### config.mk
export PLATFORM = sky130hd
export DESIGN_NAME = ac_serial_frame_codec
export DESIGN_NICKNAME = d
export VERILOG_FILES = /design/src/acsfc_pkg.sv /design/src/acsfc_front.sv /design/src/acsfc_queue.sv /design/src/acsfc_back.sv /design/src/ac_serial_frame_codec.sv
export SDC_FILE = /design/constraint.sdc
export NUM_CORES = 1
export LEC_CHECK = 0
export ABC_AREA = 1
export BUFFER_PORTS_ARGS = -buffer_cell sky130_fd_sc_hd__buf_4
export CORE_MARGIN = 2
export CORE_UTILIZATION = 40
export CTS_BUF_LIST = sky130_fd_sc_hd__clkbuf_8
export DETAILED_ROUTE_END_ITERATION = 12
export PLACE_DENSITY_LB_ADDON = 0.05
export SYNTH_ARGS = -nofsm -noshare
export SYNTH_HDL_FRONTEND = slang
export SYNTH_SLANG_ARGS = --single-unit
### constraint.sdc
create_clock -name i_clk -period 7.6 [get_ports i_clk]
set_input_delay 1.14 -clock i_clk [delete_from_list [all_inputs] [get_ports i_clk]]
set_output_delay 1.14 -clock i_clk [all_outputs]
set_load 0.01 [all_outputs]
### src/acsfc_pkg.sv
// ----------------------------------------------------------------------------
// acsfc_pkg
// shared types and constants for the serial frame codec
// ----------------------------------------------------------------------------
package acsfc_pkg;

    localparam int          FRAME_LEN_DEF = 16;
    localparam int          QUEUE_DEPTH   = 4;
    localparam int          RUN_LEN       = 12;

    localparam logic [7:0]  HDR_BYTE      = 8'hAA;
    localparam logic [7:0]  CMD_TYPE      = 8'h03;
    localparam logic [7:0]  HB_TYPE       = 8'h02;
    localparam logic [7:0]  CMD_TAIL      = 8'h0B;
    localparam logic [7:0]  HB_SUM        = 8'hAC;

    typedef enum logic [1:0] {
        REQ_RX  = 2'd0,
        REQ_CMD = 2'd1,
        REQ_HB  = 2'd2,
        REQ_NOP = 2'd3
    } t_req;

    typedef enum logic [1:0] {
        JOB_REPORT = 2'd0,
        JOB_CMD    = 2'd1,
        JOB_HB     = 2'd2
    } t_job_kind;

    // one queued job for the back end
    typedef struct packed {
        t_job_kind  kind;
        logic       changed;
        logic [2:0] mode_code;
        logic [2:0] action_code;
        logic [2:0] fan_level;
        logic       swing_on;
        logic       sleep_on;
        logic [7:0] set_temp;
        logic [7:0] current_temp;
        logic [7:0] cmd;
        logic [7:0] flags;
    } t_job;

    typedef enum logic [0:0] {
        BK_IDLE = 1'b0,
        BK_RUN  = 1'b1
    } t_bk_state;

endpackage

### src/acsfc_front.sv
// ----------------------------------------------------------------------------
// acsfc_front
// accepts requests, assembles received frames, builds jobs
// ----------------------------------------------------------------------------
module acsfc_front #(
    parameter int FRAME_LEN = acsfc_pkg::FRAME_LEN_DEF
) (
    input  logic              i_clk,
    input  logic              i_rst_n,
    input  logic              i_fire,
    input  logic [1:0]        i_req_type,
    input  logic [7:0]        i_rx_byte,
    input  logic [2:0]        i_cmd_mode,
    input  logic [2:0]        i_cmd_fan,
    input  logic              i_cmd_swing,
    input  logic              i_cmd_sleep,
    input  logic [7:0]        i_cmd_set_temp,
    output logic              o_push,
    output acsfc_pkg::t_job   o_job
);
    import acsfc_pkg::*;

    localparam int PW = $clog2(FRAME_LEN + 1);
    localparam int IW = $clog2(FRAME_LEN);

    logic [PW-1:0] r_pos, n_pos;
    logic [7:0]    r_sum, n_sum;
    logic [2:0]    r_mnib, n_mnib;
    logic [7:0]    r_b1, r_b2, r_b3, r_b7, r_b11;
    logic [7:0]    r_p0, r_p1, r_p2, r_p3, r_p4;
    logic [IW-1:0] idx;
    logic          hunting, last_byte, good;
    logic [3:0]    hi, lo;
    logic [2:0]    fan_c;
    logic [7:0]    fan_nib;
    logic          chg;
    t_job          job;

    assign hunting   = (r_pos == '0) || (r_pos > PW'(FRAME_LEN));
    assign idx       = IW'(r_pos - PW'(1));
    assign last_byte = !hunting && (idx == IW'(FRAME_LEN - 1));
    assign good      = i_fire && (t_req'(i_req_type) == REQ_RX)
                    && last_byte && (r_sum == i_rx_byte);
    assign hi        = r_b1[7:4];
    assign lo        = r_b1[3:0];
    assign chg       = (r_p0 != r_b1) || (r_p1 != r_b2) || (r_p2 != r_b3)
                    || (r_p3 != r_b7) || (r_p4 != r_b11);

    always_comb begin
        n_pos  = r_pos;
        n_sum  = r_sum;
        n_mnib = r_mnib;
        o_push = 1'b0;
        job    = '0;
        fan_c  = i_cmd_fan;
        if (fan_c == 3'd0) fan_c = 3'd1;
        if (fan_c > 3'd5) fan_c = 3'd5;
        fan_nib = 8'h80 + {1'b0, fan_c, 4'h0};
        if (i_fire) begin
            unique case (t_req'(i_req_type))
                REQ_RX: begin
                    if (hunting) begin
                        n_pos = (i_rx_byte == HDR_BYTE) ? PW'(1) : '0;
                        n_sum = (i_rx_byte == HDR_BYTE) ? HDR_BYTE : r_sum;
                    end else begin
                        if (idx < IW'(FRAME_LEN - 2)) n_sum = r_sum + i_rx_byte;
                        n_pos = last_byte ? '0 : r_pos + PW'(1);
                        if (good) begin
                            o_push           = 1'b1;
                            job.kind         = JOB_REPORT;
                            job.changed      = chg;
                            job.swing_on     = (r_b2[3:0] == 4'hC);
                            job.sleep_on     = r_b2[6];
                            job.set_temp     = r_b3;
                            job.current_temp = r_b7;
                            job.fan_level    = (hi >= 4'h9 && hi <= 4'hD)
                                             ? 3'(hi - 4'h8) : 3'd1;
                            if (hi == 4'h1) begin
                                job.mode_code   = 3'd0;
                                job.action_code = 3'd0;
                            end else begin
                                if (lo >= 4'd1 && lo <= 4'd4) begin
                                    job.mode_code   = lo[2:0];
                                    job.action_code = lo[2:0];
                                    n_mnib          = lo[2:0];
                                end else if (lo == 4'd0) begin
                                    job.mode_code   = 3'd5;
                                    job.action_code = 3'd1;
                                    n_mnib          = 3'd0;
                                end else begin
                                    job.mode_code   = 3'd1;
                                    job.action_code = 3'd1;
                                    n_mnib          = 3'd1;
                                end
                                if (r_b11[3:0] == 4'h0) job.action_code = 3'd5;
                            end
                        end
                    end
                end
                REQ_CMD: begin
                    job.kind = JOB_CMD;
                    if (i_cmd_mode >= 3'd1 && i_cmd_mode <= 3'd4) begin
                        n_mnib  = i_cmd_mode;
                        job.cmd = {5'd0, i_cmd_mode} + fan_nib;
                    end else if (i_cmd_mode == 3'd5) begin
                        n_mnib  = 3'd0;
                        job.cmd = fan_nib;
                    end else begin
                        job.cmd = {5'd0, r_mnib} + 8'h10;
                    end
                    job.flags       = (i_cmd_swing ? 8'h0C : 8'h00)
                                    | (i_cmd_sleep ? 8'h40 : 8'h00);
                    job.set_temp    = i_cmd_set_temp;
                    o_push          = (i_cmd_set_temp != 8'd0);
                end
                REQ_HB: begin
                    job.kind = JOB_HB;
                    o_push   = 1'b1;
                end
                REQ_NOP: ;
            endcase
        end
    end

    assign o_job = job;

    always_ff @(posedge i_clk) begin
        if (!i_rst_n) begin
            r_pos  <= '0;
            r_sum  <= '0;
            r_mnib <= '0;
            r_p0 <= '0; r_p1 <= '0; r_p2 <= '0; r_p3 <= '0; r_p4 <= '0;
        end else begin
            r_pos  <= n_pos;
            r_sum  <= n_sum;
            r_mnib <= n_mnib;
            if (good && chg) begin
                r_p0 <= r_b1; r_p1 <= r_b2; r_p2 <= r_b3; r_p3 <= r_b7; r_p4 <= r_b11;
            end
        end
    end

    // only the decoded bytes are kept
    always_ff @(posedge i_clk) begin
        if (i_fire && t_req'(i_req_type) == REQ_RX && !hunting) begin
            if (idx == IW'(1))  r_b1  <= i_rx_byte;
            if (idx == IW'(2))  r_b2  <= i_rx_byte;
            if (idx == IW'(3))  r_b3  <= i_rx_byte;
            if (idx == IW'(7))  r_b7  <= i_rx_byte;
            if (idx == IW'(11)) r_b11 <= i_rx_byte;
        end
    end

endmodule

### src/acsfc_queue.sv
// ----------------------------------------------------------------------------
// acsfc_queue
// small job queue between front and back
// ----------------------------------------------------------------------------
module acsfc_queue #(
    parameter int DEPTH = acsfc_pkg::QUEUE_DEPTH
) (
    input  logic            i_clk,
    input  logic            i_rst_n,
    input  logic            i_push,
    input  acsfc_pkg::t_job i_job,
    output logic            o_full,
    output logic            o_empty,
    input  logic            i_pop,
    output acsfc_pkg::t_job o_job
);
    import acsfc_pkg::*;

    localparam int AW = $clog2(DEPTH);

    t_job          r_mem [DEPTH];
    logic [AW-1:0] r_wp, r_rp;
    logic [AW:0]   r_cnt;

    assign o_full  = (r_cnt == (AW+1)'(DEPTH));
    assign o_empty = (r_cnt == '0);
    assign o_job   = r_mem[r_rp];

    always_ff @(posedge i_clk) begin
        if (!i_rst_n) begin
            r_wp  <= '0;
            r_rp  <= '0;
            r_cnt <= '0;
        end else begin
            if (i_push) r_wp <= r_wp + AW'(1);
            if (i_pop)  r_rp <= r_rp + AW'(1);
            r_cnt <= r_cnt + (AW+1)'(i_push) - (AW+1)'(i_pop);
        end
    end

    always_ff @(posedge i_clk) begin
        if (i_push) r_mem[r_wp] <= i_job;
    end

endmodule

### src/acsfc_back.sv
// ----------------------------------------------------------------------------
// acsfc_back
// plays out jobs: report in one beat, transmit runs byte by byte
// ----------------------------------------------------------------------------
module acsfc_back (
    input  logic            i_clk,
    input  logic            i_rst_n,
    input  logic            i_empty,
    input  acsfc_pkg::t_job i_job,
    output logic            o_pop,
    output logic            o_valid,
    input  logic            i_stall,
    output logic            o_kind,
    output logic [7:0]      o_tx_byte,
    output logic            o_last,
    output logic            o_changed,
    output logic [2:0]      o_mode_code,
    output logic [2:0]      o_action_code,
    output logic [2:0]      o_fan_level,
    output logic            o_swing_on,
    output logic            o_sleep_on,
    output logic [7:0]      o_set_temp,
    output logic [7:0]      o_current_temp
);
    import acsfc_pkg::*;

    t_bk_state  r_st, n_st;
    logic [3:0] r_k, n_k;
    logic [7:0] r_sum, n_sum;
    logic [7:0] byte_k;
    logic       take, is_last;

    assign take = o_valid && !i_stall;

    always_comb begin
        byte_k = 8'h00;
        if (i_job.kind == JOB_HB) begin
            unique case (r_k)
                4'd0:  byte_k = HDR_BYTE;
                4'd1:  byte_k = HB_TYPE;
                4'd11: byte_k = HB_SUM;
                default: byte_k = 8'h00;
            endcase
        end else begin
            unique case (r_k)
                4'd0:  byte_k = HDR_BYTE;
                4'd1:  byte_k = CMD_TYPE;
                4'd2:  byte_k = i_job.cmd;
                4'd3:  byte_k = i_job.flags;
                4'd4:  byte_k = i_job.set_temp;
                4'd8:  byte_k = CMD_TAIL;
                4'd11: byte_k = r_sum;
                default: byte_k = 8'h00;
            endcase
        end
    end

    always_comb begin
        n_st  = r_st;
        n_k   = r_k;
        n_sum = r_sum;
        o_pop = 1'b0;
        o_valid        = !i_empty;
        is_last        = (i_job.kind == JOB_REPORT) || (r_k == 4'(RUN_LEN - 1));
        o_kind         = (i_job.kind == JOB_REPORT);
        o_tx_byte      = o_kind ? 8'h00 : byte_k;
        o_last         = is_last;
        o_changed      = o_kind & i_job.changed;
        o_mode_code    = o_kind ? i_job.mode_code : 3'd0;
        o_action_code  = o_kind ? i_job.action_code : 3'd0;
        o_fan_level    = o_kind ? i_job.fan_level : 3'd0;
        o_swing_on     = o_kind & i_job.swing_on;
        o_sleep_on     = o_kind & i_job.sleep_on;
        o_set_temp     = o_kind ? i_job.set_temp : 8'd0;
        o_current_temp = o_kind ? i_job.current_temp : 8'd0;
        unique case (r_st)
            BK_IDLE: if (take) begin
                if (is_last) o_pop = 1'b1;
                else begin
                    n_st  = BK_RUN;
                    n_k   = 4'd1;
                    n_sum = byte_k;
                end
            end
            BK_RUN: if (take) begin
                if (is_last) begin
                    o_pop = 1'b1;
                    n_st  = BK_IDLE;
                    n_k   = 4'd0;
                end else begin
                    n_k   = r_k + 4'd1;
                    n_sum = r_sum + byte_k;
                end
            end
            default: n_st = BK_IDLE;
        endcase
    end

    always_ff @(posedge i_clk) begin
        if (!i_rst_n) begin
            r_st  <= BK_IDLE;
            r_k   <= '0;
            r_sum <= '0;
        end else begin
            r_st  <= n_st;
            r_k   <= n_k;
            r_sum <= n_sum;
        end
    end

endmodule

### src/ac_serial_frame_codec.sv
// ----------------------------------------------------------------------------
// ac_serial_frame_codec
// byte-serial codec for an air-conditioner controller link
// ----------------------------------------------------------------------------
//  channel | direction | transaction
//  in      | input     | one request: received byte, command or heartbeat
//  out     | output    | one transmit byte or one decoded status report
//
//  a request is taken every cycle while the job queue has room
//  a good frame's report is queued when its checksum byte is taken and shown once it heads the queue
//  command and heartbeat runs are twelve bytes long and leave one byte per cycle while i_stall is low
//  the queue holds four jobs by default, and the input stalls whenever the queue is full
//  synchronous active-low reset clears frame hunt, checksum, mode and history
module ac_serial_frame_codec #(
    parameter int FRAME_LEN   = acsfc_pkg::FRAME_LEN_DEF,
    parameter int QUEUE_DEPTH = acsfc_pkg::QUEUE_DEPTH
) (
    input  logic        i_clk,
    input  logic        i_rst_n,
    input  logic        i_valid,
    output logic        o_stall,
    input  logic [1:0]  i_req_type,
    input  logic [7:0]  i_rx_byte,
    input  logic [2:0]  i_cmd_mode,
    input  logic [2:0]  i_cmd_fan,
    input  logic        i_cmd_swing,
    input  logic        i_cmd_sleep,
    input  logic [7:0]  i_cmd_set_temp,
    output logic        o_valid,
    input  logic        i_stall,
    output logic        o_kind,
    output logic [7:0]  o_tx_byte,
    output logic        o_last,
    output logic        o_changed,
    output logic [2:0]  o_mode_code,
    output logic [2:0]  o_action_code,
    output logic [2:0]  o_fan_level,
    output logic        o_swing_on,
    output logic        o_sleep_on,
    output logic [7:0]  o_set_temp,
    output logic [7:0]  o_current_temp
);
    import acsfc_pkg::*;

    logic fire, push, full, empty, pop;
    t_job f_job, q_job;

    // stall whenever full: simple and never drops a job
    assign o_stall = full;
    assign fire    = i_valid && !full;

    acsfc_front #(.FRAME_LEN(FRAME_LEN)) u_front (
        .i_clk, .i_rst_n, .i_fire(fire),
        .i_req_type, .i_rx_byte, .i_cmd_mode, .i_cmd_fan,
        .i_cmd_swing, .i_cmd_sleep, .i_cmd_set_temp,
        .o_push(push), .o_job(f_job)
    );

    acsfc_queue #(.DEPTH(QUEUE_DEPTH)) u_queue (
        .i_clk, .i_rst_n, .i_push(push), .i_job(f_job),
        .o_full(full), .o_empty(empty), .i_pop(pop), .o_job(q_job)
    );

    acsfc_back u_back (
        .i_clk, .i_rst_n, .i_empty(empty), .i_job(q_job), .o_pop(pop),
        .o_valid, .i_stall, .o_kind, .o_tx_byte, .o_last, .o_changed,
        .o_mode_code, .o_action_code, .o_fan_level, .o_swing_on, .o_sleep_on,
        .o_set_temp, .o_current_temp
    );

endmodule

==> impl_metrics.toml, run 1 <==
[drt]
route.detailed.drc = 0
antenna_left = 0
drt_wl_total_mm = 34.17
routed_via_density = 4.865
drtIter0Drc = 634
via_count = 9856
first_pass_iters = 5
wl_per_cell_microns = 16.86

[power]
internal-power_mw = 2.483
power_density_mw_per_mm2 = 232.2
pwr-share-comb_pct = 15.4
p_sw_mw = 0.9646
max-vdd-ir-drop_uv = 110.9
p_total_mw = 3.447
switching_share_pct = 27.98
leakagePower_nw = 6.042
pwr-share-clk_pct = 35.7
power_frac_seq_pct = 48.9

[clock_tree]
cts_buffer_depth = 3
clk_pin_slew_worst_paths_ns = 0.06
cts_htree_levels = 2
cts_tree = "done"
clk_latency_ns = 0.58
cts_root_buffer = "clkbuf_8"
cts_hold_buf = 0
cts_num_sinks = 274
ctsResizeCount = 0
cts_buffers = 48
post_cts_buffers = 0

[critical_path]
slowest_delay_ns = 0.59
endpoint = "o_tx_byte[1]"
cp_max_fo = 79
crit_family = "buffers and inverters"
rr_endpoint = "u_queue.r_cnt[2]"
crit_buf_inv = 5
cp-start-kind = "flip-flop"
cp.depth = 10
crit_path_end_kind = "output port"
rrSetupSlack_ns = 3.25
crit_top_cell = "buf_4"
arrival_ns = 3.93
required_ns = 6.46
r2r_cells = 18
worstPathCellList = "buf_4 > inv_2 > buf_4 > nand2_1 > nand3_1 > nand2_1 > nand2_2 > clkinv_1 > a21oi_1 > buf_4"
crit_type = "reg -> out"
slowest_stage = "buf_4"

[cells_and_area]
final_nets = 1610
drive_above_1_share_pct = 10.29
final_core_util_pct = 45.86
antenna_cells = 0
mostFrequentLayoutCells = "300 x nand2_1, 235 x nor2_1, 196 x edfxtp_1, 185 x inv_1, 128 x nand3_1"
fillCellCount = 3260
area_growth_pct = 13.20
final_common_cell = "nand2_1"

[floorplanning]
die_area_sq_mm = 0.03425
rows = 66
ioPinCount = 70
core_area_sq_mm = 0.03237
chipHeight_microns = 185.1
die_width_microns = 185.1
initial_core_util_pct = 40.51

[yosys]
synth.area.top_cells = "edfxtp_1 45%, dfxtp_1 12%, nand2_1 8.6%, nor2_1 6.8%, nand3_1 4.9%"
synth-simple-area-share_pct = 22.76
synth_compound_gate_area_share_pct = 7.938
synth.largest_area_cell = "edfxtp_1"
syn-num-nets = 1538
ys_seq_elements = 274
synth_fa_ha_area_share_pct = 3.225
synthDistinctLibCells = 44
synthCells = 1476
synth_area_sq_mm = 0.01311
syn_area_per_cell_sq_um = 8.885
synth_top_area_share_pct = 44.88
synth-xor-area-share_pct = 2.004
synth-seq-area-share_pct = 56.79
yosys_warnings = 0
muxShareOfSynthArea_pct = 0
synth_top_family_by_area = "simple AND/OR/NAND/NOR gates"

[sta]
min_period_ns = 5.071
tns_ns = 0
slew_violations = 0
timing.hold.ws_ns = 0.4689
hold_violations = 0
clock.fmax_mhz = 197.2
finClkSkew_ns = 0.03990
worstMarginPinSlew_ns = 0.9083
rsz0062_at_grt = "no"
min_period_over_period_pct = 66.72
finalSetupViolations = 0
max-slew-margin-rel_pct = 39.45

[outcome]
status = "finished, final reports clean"

[global_route]
grt_max_degree = 82
track_usage_pct = 20.18
grt_first_pass_wirelength_mm = 52.60
overflow = 0
grt_pass1_vias = 9235
antenna_found_initial = 0

[place]
dp_hpwl_mm = 22.68
port_buffers = 69
gp_congestion = 0.8435

[min_path]
hold_class = "reg -> reg"

[run]
cap_violations = 0
-- layout make-up --
class	count	area (sq um)	area share, %
inverters	170	650.6	4.383
repair buffers	78	585.6	3.944
flip-flops and latches	274	7448	50.17
clock inverters	36	173.9	1.172
multi-input cells	976	4746	31.97
well taps	442	553.0	3.725
clock buffers	50	688.2	4.635
-- metal layers --
layer	wire, microns	global-route usage (%)	part of all wire (%)
met2	15530	32.18	45
met3	1405	3.008	4.1
met1	16240	28.12	48
met4	998	6.921	2.9
met5	0	0	0
-- kinds of logic (layout without fill, tap and decap cells) --
logic type                 Yosys count  in the layout
and+or+nand+nor                    715            715
DFF                                274            274
buffers and inverters              226            334
AOI/OAI and AO/OA                  199            199
adders and majority gates           32             32
xor gates and xnor gates            30             30
-- cells in the mapped netlist, drive strengths merged --
cell type	n
nand2	307
nor2	244
edfxtp	196
inv	168
nand3	131
a21oi	106
dfxtp	78
o21ai	68
buf	44
ha	29
xnor2	27
nand4	18
clkbuf	12
o22ai	10
nor3	6
a31oi	5
fa	3
or2	3
xor2	3
a22oi	2
and2	2
and3	2
clkinv	2
o31ai	2
a211oi	1
a21boi	1
a31o	1
nand3b	1
nor4	1
o211ai	1
o21a	1
o21bai	1
-- metrics by stage --
stage | std cells | instance area [sq um] | setup slack (ns)
after detailed placement | 1940 | 13980 | 3.005
after global placement | 1940 | 13980 | 3.104
after CTS | 2026 | 14850 | 2.401
after global routing | 2026 | 14850 | 2.072
final | 2026 | 14850 | 2.529
after floorplan | 1476 | 13110 | 3.223
-- flip-flops by register name, indices dropped and copies added (netlist names), named ones only --
name            cells
u_queue.r_cnt       3
u_back.r_k          4
u_front.r_pos       5
u_front.r_p1        8
u_front.r_b7        8
u_front.r_p3        8
u_front.r_b2        8
u_queue.r_rp        2
u_front.r_b3        8
u_front.r_p2        8
u_front.r_p4        8
u_front.r_sum       8
u_queue.r_wp        2
u_front.r_b1        8
u_back.r_sum        8
u_front.r_p0        8
u_front.r_mnib      3
u_queue.r_mem     156
u_front.r_b11       8
-- worst register-to-register path: cells and delay by family, from the launching register on --
kind / cells / cell delay [ns]
flip-flops: 1 / 0.31
buffers and inverters: 7 / 1.72
AO/OA/AOI/OAI: 2 / 0.23
AND/OR/NAND/NOR: 6 / 1.26
adder cells (fa/ha/maj): 3 / 0.78
-- how the worst min path moves through the flow --
stage | start | end | slack [ns] | depth (start not counted)
final | u_front.r_sum[6] | u_front.r_sum[6] | 0.47 | 2
after global routing | u_front.r_sum[6] | u_front.r_sum[6] | 0.49 | 2
after CTS | u_front.r_sum[6] | u_front.r_sum[6] | 0.47 | 2
after detailed placement | u_front.r_sum[6] | u_front.r_sum[6] | 0.46 | 2
after global placement | u_front.r_sum[6] | u_front.r_sum[6] | 0.46 | 2
after floorplan | u_front.r_sum[6] | u_front.r_sum[6] | 0.44 | 2
-- power by group through the flow --
stage | Clock (mW) | Combinational [mW] | Sequential, mW
detailed placement | 0 | 0.536 | 1.72
floorplan | 0 | 0.348 | 1.71
global placement | 0 | 0.536 | 1.72
CTS | 1.27 | 0.539 | 1.69
global route | 1.34 | 0.607 | 1.69
finish | 1.23 | 0.532 | 1.69
Note: power is estimated with default switching activity, not from simulation.
==> inputs of run 2 (changes only) <==
- clock period: 7.6 -> 4.6 ns (I/O delays scaled with it)
==> run 2 against run 1 <==
  * Flip-flop and latch count did not move
  * Non-clock buffer count rose by 4
  * Global-route usage rose by 0.18 points
  * Via count rose by 0.60%
  * Setup slack got worse by 1.8 ns
  * Count of clock-buffer cells in the layout did not move
  * Utilization rose by 0.17 points
  * Combinational power rose by 67%
  * First-iteration DRC count did not move
  * Highest routed layer unchanged
==> impl_metrics.toml, run 2 (synthesis gave the netlist of run 1 again) <==
[global_route]
antenna_found_initial = 1
grt_max_degree = 82
overflow = 0
grt_pass1_vias = 9475
track_usage_pct = 20.35
grt_first_pass_wirelength_mm = 53.32

[critical_path]
crit_path_end_kind = "output port"
crit_buf_inv = 4
crit_family = "buffers and inverters"
arrival_ns = 3.18
slowest_delay_ns = 0.59
cp_max_fo = 41
crit_type = "reg -> out"
required_ns = 3.91
cp-start-kind = "flip-flop"
slowest_stage = "inv_2"
worstPathCellList = "inv_2 > nand2_1 > nand3_1 > nand2_1 > nand2_2 > buf_4 > clkinv_1 > a21oi_1 > buf_4"

[cells_and_area]
layout.cells.non_filler = 2035
largest_register = "u_queue.r_mem"
fillCellCount = 3203
drive_above_1_share_pct = 10.61
mostFrequentLayoutCells = "300 x nand2_1, 235 x nor2_1, 196 x edfxtp_1, 189 x inv_1, 128 x nand3_1"
final_core_util_pct = 46.03
antenna_cells = 0
largest_reg_flops = 156
final_common_cell = "nand2_1"
fin_area_sq_mm = 0.01490
final_nets = 1615
area_growth_pct = 13.63

[floorplanning]
die_width_microns = 185.1
rows = 66
initial_core_util_pct = 40.51
core_area_sq_mm = 0.03237
die_area_sq_mm = 0.03425
ioPinCount = 70
chipHeight_microns = 185.1

[drt]
met3_length_mm = 1.261
highest_layer = "met4"
route.met2.wl_mm = 15.75
wl_met1_mm = 16.27
drt_wl_total_mm = 33.89
first_pass_iters = 5
wl_per_cell_microns = 16.65
drtIter0Drc = 634
via_count = 9915
routed_via_density = 4.872
route.detailed.drc = 0
antenna_left = 0

[run]
cap_violations = 0

[sta]
clock.fmax_mhz = 258.7
min_period_ns = 3.866
timing.hold.ws_ns = 0.3579
max-slew-margin-rel_pct = 27.91
worstMarginPinSlew_ns = 1.080
finalSetupViolations = 0
slew_violations = 0
tns_ns = 0
min_period_over_period_pct = 84.03
hold_violations = 0
rsz0062_at_grt = "no"
fin_ws_ns = 0.7344
finClkSkew_ns = 0.01943

[place]
dp_hpwl_mm = 22.61
placed_area_sq_mm = 0.01403
pre_cts_ws_ns = 0.9105
dpl.cell_count = 1944
port_buffers = 69
gp_congestion = 0.8433

[clock_tree]
clk_pin_slew_worst_paths_ns = 0.06
ctsResizeCount = 0
cts_buffers = 49
cts_tree = "done"
cts_htree_levels = 2
cts_root_buffer = "clkbuf_8"
post_cts_buffers = 0
cts_buffer_depth = 3
cts_hold_buf = 0
clk_latency_ns = 0.58
cts_num_sinks = 274

[power]
p_total_mw = 5.710
max-vdd-ir-drop_uv = 264.4
leakagePower_nw = 6.085
power_density_mw_per_mm2 = 383.2

[outcome]
status = "finished, final reports clean"

[min_path]
hold_class = "in -> reg"
[run 2: cell type report]
type	instances	area, sq um	share of cell area [%]
Clock buffer	50	688.2	4.618
Sequential cell	274	7448	49.98
Clock inverter	41	187.7	1.259
Inverter	170	650.6	4.366
Tap cell	442	553.0	3.711
Timing Repair Buffer	82	628.1	4.215
Multi-Input combinational cell	976	4746	31.85
[run 2: power by group]
part	internal, mW	switching (mW)
logic	0.311	0.575
clock network	1.02	1.01
registers	2.74	0.0544
total	4.07	1.64
[run 2: final timing paths]
path | startpoint | to | slack, ns | cells past startpoint
hold reg to reg | u_front.r_sum[6] | u_front.r_sum[6] | 0.48 | 2
setup reg to reg | flip-flop | u_back.r_sum[7] | 1.07 | 19
setup / recovery | flip-flop | o_tx_byte[1] | 0.73 | 9
hold / removal | i_rx_byte[3] | u_front.r_b7[3] | 0.36 | 1
[run 2: routing by layer]
layer  track usage, %  vias to the layer above
li1                 -                     5033
met1            28.58                     4666
met2            33.42                      163
met3            2.831                       53
met4            4.730                        0
met5                0                        -
